`src/rtl/core/sfr_pkg.sv`:
```
`default_nettype none
// ============================================================================
// sfr_pkg: shared definitions for the stuffed frame receiver
// Line byte codes, header control codes, frame status codes, register map.
// ============================================================================
package sfr_pkg;

    // Line framing bytes
    localparam logic [7:0] FLAG_BYTE = 8'h7E;
    localparam logic [7:0] ESC_BYTE  = 8'h7D;
    localparam logic [7:0] ESC_FLAG  = 8'h5E;
    localparam logic [7:0] ESC_ESC   = 8'h5D;

    // Information frame control bytes
    localparam logic [7:0] CTRL_SEQ0 = 8'h00;
    localparam logic [7:0] CTRL_SEQ1 = 8'h40;

    // Reset value of the address register
    localparam logic [7:0] ADDR_RESET = 8'h03;

    // Register map: register index taken from the word address
    localparam int          PADDR_W      = 3;
    localparam logic [0:0]  REG_ADDRESS  = 1'b0;

    // Result stream data width (fields padded to whole bytes)
    localparam int M_TDATA_W = 16;

    // Frame status reported at the closing flag
    typedef enum logic [1:0] {
        STAT_GOOD_NEW = 2'd0,
        STAT_GOOD_DUP = 2'd1,
        STAT_BAD_EXP  = 2'd2,
        STAT_BAD_DUP  = 2'd3
    } frame_status_t;

    // One result item
    typedef struct packed {
        logic          reply_seq;
        logic          reply_is_reject;
        frame_status_t frame_status;
        logic          frame_done;
        logic [7:0]    data_byte;
        logic          data_valid;
    } result_t;

endpackage : sfr_pkg
`default_nettype wire

```
`src/rtl/core/stuffed_frame_receiver.sv`:
```
`default_nettype none
// ============================================================================
// stuffed_frame_receiver: byte-stuffed information frame receiver
// Hunts flag, address, control and header check, destuffs payload, holds
// back one payload byte so the check byte is never sent, and reports frame
// status with an RR or REJ stop-and-wait reply at the closing flag.
// ============================================================================
//
//  channel   direction  ports                         contents
//  --------  ---------  ----------------------------  ---------------------------
//  s_        in         s_tvalid s_tready s_tdata     rx_byte
//  m_        out        m_tvalid m_tready m_tdata     data_byte, status, reply
//                       m_tlast m_tuser               frame_done, data_valid
//  apb       in/out     psel penable pwrite paddr ... address_byte at 0x0
//
//  Every accepted line byte yields exactly one result transfer, from the result register.
//  One byte per cycle is sustained while m_tready is high: the parser state updates
//  on each accepted byte and the result register is reloaded in the cycle it is taken.
//  s_tready drops only while a result waits and m_tready is low.
//  Reset (aresetn low, synchronous) returns the parser to flag hunting, clears
//  both sequence bits and sets address_byte to 0x03.
//
module stuffed_frame_receiver
    import sfr_pkg::*;
(
    input  wire logic                 aclk,
    input  wire logic                 aresetn,
    // input stream
    input  wire logic                 s_tvalid,
    output logic                      s_tready,
    input  wire logic [7:0]           s_tdata,   // [7:0] rx_byte
    // result stream
    output logic                      m_tvalid,
    input  wire logic                 m_tready,
    output logic [M_TDATA_W-1:0]      m_tdata,   // [7:0] data_byte, [9:8] frame_status,
                                                 // [10] reply_is_reject, [11] reply_seq,
                                                 // [15:12] zero
    output logic                      m_tlast,   // frame_done
    output logic                      m_tuser,   // [0] data_valid
    // configuration
    input  wire logic                 psel,
    input  wire logic                 penable,
    input  wire logic                 pwrite,
    input  wire logic [PADDR_W-1:0]   paddr,
    input  wire logic [31:0]          pwdata,
    output logic [31:0]               prdata,
    output logic                      pready
);

    typedef enum logic [2:0] {
        ST_HUNT = 3'd0,
        ST_FLAG = 3'd1,
        ST_ADDR = 3'd2,
        ST_CTRL = 3'd3,
        ST_DATA = 3'd4,
        ST_ESC  = 3'd5
    } parse_state_t;

    parse_state_t state_reg, state_next;
    logic         frame_seq_reg, frame_seq_next;
    logic         expected_seq_reg, expected_seq_next;
    logic [7:0]   held_byte_reg, held_byte_next;
    logic         held_valid_reg, held_valid_next;
    logic [7:0]   running_xor_reg, running_xor_next;
    logic [7:0]   address_reg;

    result_t      res_next, res_reg;
    logic         m_valid_reg;

    logic         s_xfer;
    logic         cfg_write;
    logic         take_en;
    logic [7:0]   take_byte;
    logic         good;
    logic         expected;
    logic [7:0]   hdr_check;

    // Handshakes
    assign s_tready  = !m_valid_reg || m_tready;
    assign s_xfer    = s_tvalid && s_tready;
    assign pready    = 1'b1;
    assign cfg_write = psel && penable && pwrite && pready;

    // Configuration readback
    always_comb begin
        prdata = '0;
        if (paddr[PADDR_W-1] == REG_ADDRESS) begin
            prdata = {24'd0, address_reg};
        end
    end

    assign hdr_check = address_reg ^ (frame_seq_reg ? CTRL_SEQ1 : CTRL_SEQ0);
    assign good      = held_valid_reg && (running_xor_reg == 8'd0);
    assign expected  = (frame_seq_reg == expected_seq_reg);

    // Parse one line byte
    always_comb begin
        state_next        = state_reg;
        frame_seq_next    = frame_seq_reg;
        expected_seq_next = expected_seq_reg;
        held_byte_next    = held_byte_reg;
        held_valid_next   = held_valid_reg;
        running_xor_next  = running_xor_reg;
        res_next          = '0;
        take_en           = 1'b0;
        take_byte         = s_tdata;

        unique case (state_reg)
            ST_FLAG: begin
                if (s_tdata == address_reg) begin
                    state_next = ST_ADDR;
                end else if (s_tdata != FLAG_BYTE) begin
                    state_next = ST_HUNT;
                end
            end
            ST_ADDR: begin
                priority if (s_tdata == CTRL_SEQ0) begin
                    frame_seq_next = 1'b0;
                    state_next     = ST_CTRL;
                end else if (s_tdata == CTRL_SEQ1) begin
                    frame_seq_next = 1'b1;
                    state_next     = ST_CTRL;
                end else if (s_tdata == FLAG_BYTE) begin
                    state_next = ST_FLAG;
                end else begin
                    state_next = ST_HUNT;
                end
            end
            ST_CTRL: begin
                priority if (s_tdata == hdr_check) begin
                    state_next       = ST_DATA;
                    held_valid_next  = 1'b0;
                    held_byte_next   = 8'd0;
                    running_xor_next = 8'd0;
                end else if (s_tdata == FLAG_BYTE) begin
                    state_next = ST_FLAG;
                end else begin
                    state_next = ST_HUNT;
                end
            end
            ST_DATA: begin
                priority if (s_tdata == ESC_BYTE) begin
                    state_next = ST_ESC;
                end else if (s_tdata == FLAG_BYTE) begin
                    // judge the frame and build the reply
                    res_next.frame_done = 1'b1;
                    priority if (good && expected) begin
                        res_next.frame_status = STAT_GOOD_NEW;
                        expected_seq_next     = !expected_seq_reg;
                    end else if (good) begin
                        res_next.frame_status = STAT_GOOD_DUP;
                    end else if (expected) begin
                        res_next.frame_status    = STAT_BAD_EXP;
                        res_next.reply_is_reject = 1'b1;
                    end else begin
                        res_next.frame_status = STAT_BAD_DUP;
                    end
                    res_next.reply_seq = expected_seq_next;
                    held_valid_next    = 1'b0;
                    held_byte_next     = 8'd0;
                    running_xor_next   = 8'd0;
                    state_next         = ST_HUNT;
                end else begin
                    take_en = 1'b1;
                end
            end
            ST_ESC: begin
                // drop a bad escape pair
                if (s_tdata == ESC_FLAG) begin
                    take_en   = 1'b1;
                    take_byte = FLAG_BYTE;
                end else if (s_tdata == ESC_ESC) begin
                    take_en   = 1'b1;
                    take_byte = ESC_BYTE;
                end
                state_next = ST_DATA;
            end
            default: begin
                state_next = (s_tdata == FLAG_BYTE) ? ST_FLAG : ST_HUNT;
            end
        endcase

        // Emit the held byte and hold the new one
        if (take_en) begin
            if (held_valid_reg) begin
                res_next.data_valid = 1'b1;
                res_next.data_byte  = held_byte_reg;
            end
            held_byte_next   = take_byte;
            held_valid_next  = 1'b1;
            running_xor_next = running_xor_reg ^ take_byte;
        end
    end

    // State, configuration and result register
    always_ff @(posedge aclk) begin
        if (!aresetn) begin
            state_reg        <= ST_HUNT;
            frame_seq_reg    <= 1'b0;
            expected_seq_reg <= 1'b0;
            held_byte_reg    <= 8'd0;
            held_valid_reg   <= 1'b0;
            running_xor_reg  <= 8'd0;
            address_reg      <= ADDR_RESET;
            m_valid_reg      <= 1'b0;
        end else begin
            if (cfg_write && paddr[PADDR_W-1] == REG_ADDRESS) begin
                address_reg <= pwdata[7:0];
            end
            if (s_xfer) begin
                state_reg        <= state_next;
                frame_seq_reg    <= frame_seq_next;
                expected_seq_reg <= expected_seq_next;
                held_byte_reg    <= held_byte_next;
                held_valid_reg   <= held_valid_next;
                running_xor_reg  <= running_xor_next;
                m_valid_reg      <= 1'b1;
            end else if (m_tready) begin
                m_valid_reg <= 1'b0;
            end
        end
    end

    always_ff @(posedge aclk) begin
        if (s_xfer) begin
            res_reg <= res_next;
        end
    end

    // Drive the result stream
    assign m_tvalid = m_valid_reg;
    assign m_tdata  = {4'd0, res_reg.reply_seq, res_reg.reply_is_reject,
                       res_reg.frame_status, res_reg.data_byte};
    assign m_tlast  = res_reg.frame_done;
    assign m_tuser  = res_reg.data_valid;

    // ------------------------------------------------------------------------
    // Assertions
    // ------------------------------------------------------------------------
    a_stall_blocks_input: assert property (@(posedge aclk) disable iff (!aresetn)
        (m_valid_reg && !m_tready) |-> !s_tready)
        else $error("input taken while a result is stalled");

    a_payload_not_on_close: assert property (@(posedge aclk) disable iff (!aresetn)
        m_tvalid |-> !(m_tlast && m_tuser))
        else $error("payload byte and frame close in one transfer");

    a_reject_matches_status: assert property (@(posedge aclk) disable iff (!aresetn)
        (m_tvalid && m_tlast) |->
            (res_reg.reply_is_reject == (res_reg.frame_status == STAT_BAD_EXP)))
        else $error("REJ reply does not match frame status");

    a_good_new_toggles: assert property (@(posedge aclk) disable iff (!aresetn)
        (s_xfer && state_reg == ST_DATA && s_tdata == FLAG_BYTE && good && expected)
            |=> (expected_seq_reg != $past(expected_seq_reg)))
        else $error("expected sequence bit did not advance");

    a_escape_returns_to_data: assert property (@(posedge aclk) disable iff (!aresetn)
        (s_xfer && state_reg == ST_ESC) |=> (state_reg == ST_DATA))
        else $error("escape state did not return to payload");

endmodule : stuffed_frame_receiver
`default_nettype wire

```
`config.mk`:
```
export PLATFORM = sky130hd
export DESIGN_NAME = stuffed_frame_receiver
export DESIGN_NICKNAME = d
export VERILOG_FILES = /design/src/rtl/core/sfr_pkg.sv /design/src/rtl/core/stuffed_frame_receiver.sv
export SDC_FILE = /design/constraint.sdc
export NUM_CORES = 1
export LEC_CHECK = 0
export BUFFER_PORTS_ARGS = -buffer_cell sky130_fd_sc_hd__buf_4
export CAP_MARGIN = 20
export CORE_AREA = 2 2 76 78
export DETAILED_ROUTE_END_ITERATION = 10
export DIE_AREA = 0 0 78 80
export GPL_TIMING_DRIVEN = 0
export PLACE_DENSITY = 0.79
export SETUP_SLACK_MARGIN = 0.3
export SYNTH_ARGS = -nofsm -noshare
export SYNTH_HDL_FRONTEND = slang
export SYNTH_SLANG_ARGS = --single-unit
```
`constraint.sdc`:
```
create_clock -name aclk -period 2.75 [get_ports aclk]
set_input_delay 0.275 -clock aclk [delete_from_list [all_inputs] [get_ports aclk]]
set_output_delay 0.275 -clock aclk [all_outputs]
set_load 0.1 [all_outputs]
```
==> impl_metrics.env <==
export IMPL_finalSetupViolCount=0
export IMPL_ctsResizeCount=0
export IMPL_layout_cells_most_common_list="buf_4, dfxtp_1, conb_1, nand2_1, o21ai_0"
export IMPL_dpl_cell_area_um2=3010
export IMPL_tns_ns=0
export IMPL_path_clk_slew_ns=0.09
export IMPL_synthCells=258
export IMPL_syn_to_final_growth_pct=24.8
export IMPL_first_global_vias=1915
export IMPL_clock_sinks=45
export IMPL_largest_reg_flops=12
export IMPL_end_kind="flop"
export IMPL_dp_cells=401
export IMPL_synth_edf_count=14
export IMPL_critPathLaunchType="flop"
export IMPL_cp_required_ns=2.94
export IMPL_final_common_cell="buf_4"
export IMPL_grt_ovfl_total=0
export IMPL_track_usage_pct=17.4
export IMPL_dp_hpwl_mm=3.94
export IMPL_dr_pass1_iters=4
export IMPL_slew_headroom_pct=54.9
export IMPL_htree_levels=2
export IMPL_ir_drop_mv=0.248
export IMPL_async_flop_share_pct=0
export IMPL_ys_seq_area_share_pct=41.8
export IMPL_syn_area_um2=2490
export IMPL_arrival_ns=2.42
export IMPL_hold_buffers=0
export IMPL_period_share_pct=81.2
export IMPL_syn_area_per_cell_um2=9.65
export IMPL_io_buffers=44
export IMPL_worstSetupPathType="flop to flop"
export IMPL_outcome="complete, no violations"
export IMPL_tightest_slew_ns=0.671
export IMPL_wl_per_cell_um=12.6
export IMPL_antenna_left=0
export IMPL_rows=27
export IMPL_root_buffer="clkbuf_8"
export IMPL_core_area_um2=5410
export IMPL_synth_ff_type="dfxtp_1"
export IMPL_clock_fmax_ghz=0.448
export IMPL_dieArea_um2=6240
export IMPL_clk_path_buf_depth=2
export IMPL_grt_max_degree=17
export IMPL_slew_violations=0
export IMPL_avgViaCountPerCell=4.97
export IMPL_antenna_found_initial=0
export IMPL_drive_above_1_share_pct=29.7
export IMPL_fillers=479
export IMPL_drt_iter0_drc=143
export IMPL_initial_utilization_pct=46.0
export IMPL_stdcell_count=409
export IMPL_ys_warn_count=0
export IMPL_post_route_drc_count=0
export IMPL_max_cap_violations=0
export IMPL_gp_congestion=0.948
export IMPL_antenna_cells=0
export IMPL_cts_setup_buffers=0
export IMPL_crit_fanout=10
export IMPL_finClkSkew_ns=0.00754
export IMPL_die_h_um=80
export IMPL_ys_types=53
export IMPL_synth_seq_cells=45
export IMPL_num_io_pins=103
export IMPL_finalInstanceArea_um2=3110
export IMPL_p_leak_nw=1.37
export IMPL_hold_viol=0
export IMPL_rsz0062_at_grt="no"
export IMPL_hp_class="input port to flop"
export IMPL_insertion_delay_ns=0.30
export IMPL_cts_tree="built"
export IMPL_die_x_um=78
export IMPL_post_route_min_period_ns=2.23
export IMPL_routed_via_count=2031
export IMPL_routed_wl_mm=5.17
export IMPL_grt_pass1_wl_mm=8.56
export IMPL_hold_ws_ns=0.180
export IMPL_cts_inserted_buffers=5
export IMPL_power_density_nw_per_um2=507
export IMPL_nNetsFinal=387
per-stage QoR:
stage / utilization (%) / power [W] / setup slack, ns
floorplan: - / 0.00109 / 0.326
global placement: 55.7 / 0.00116 / 0.578
detailed placement: 55.7 / 0.00116 / 0.533
CTS: 57.5 / 0.00158 / 0.522
global route: 57.5 / 0.00163 / 0.397
finish: 57.5 / 0.00157 / 0.517
routing by layer:
metal | vias up | GRT usage, % | part of all wire, %
met2 | 67 | 29.0 | 50
met5 | - | 0 | 0
met3 | 6 | 3.39 | 5.4
li1 | 1009 | - | -
met4 | 0 | 8.95 | 1.4
met1 | 949 | 21.4 | 43
critical path: stages, from the launching register on:
cell	delay, ns
dfxtp_1	0.43
or3b_1	0.39
or4_4	0.58
and2_4	0.19
a21oi_1	0.18
buf_2	0.23
o21ai_0	0.12
synthesized netlist by cell type (all sizes together), types with 2 or more instances:
master	number	share of area [%]
buf	32	9.9
dfxtp	31	25
nand2	25	3.8
o21ai	16	3.2
a21oi	14	2.8
edfxtp	14	17
inv	13	2.0
and2	11	2.9
nor2b	11	2.8
nand3	9	1.8
xor2	8	2.8
nand3b	7	2.1
a32o	6	2.4
nor4	5	1.3
o22ai	5	1.3
and2b	3	1.1
clkbuf	3	1.3
nand2b	3	0.75
nand4	3	0.75
nand4b	3	1.1
or4	3	1.2
a21o	2	0.96
bufbuf	2	2.6
conb	2	0.30
nor2	2	0.30
nor3	2	0.40
or3b	2	0.70
xnor2	2	0.70
final timing paths:
path / from / end / slack, ns / cells after the start
max: state_reg[2] / running_xor_reg[4] / 0.52 / 6
min: pwdata[1] / address_reg[1] / 0.18 / 3
max reg2reg: state_reg[2] / running_xor_reg[4] / 0.52 / 6
min reg2reg: held_byte_reg[5] / held_byte_reg[5] / 0.46 / 2
where the power goes:
group | internal [W] | switching [W]
clock network | 0.000184 | 0.000243
registers | 0.000697 | 0.00000700
logic | 0.000101 | 0.000342
cell type report:
class	instances	area, µm²	share of cell area [%]
inverter	14	52.6	1.69
timing repair buffer	44	330	10.6
clock buffer	5	68.8	2.22
buffer	37	342	11.0
tap	72	90.1	2.90
sequential	45	1040	33.5
clock inverter	3	25.0	0.805
multi-input combinational	189	1160	37.3
logic make-up after synthesis:
logic type / count (synthesis) / synth area share [%]
simple gates: 95 / 22.8
compound gates: 52 / 13.9
buf+inv: 51 / 15.8
flops: 45 / 41.8
xor+xnor: 11 / 4.42
other cells: 2 / 0.302
fa+ha+maj: 1 / 0.503
mux: 1 / 0.402
Note: power is estimated with default switching activity, not from simulation.
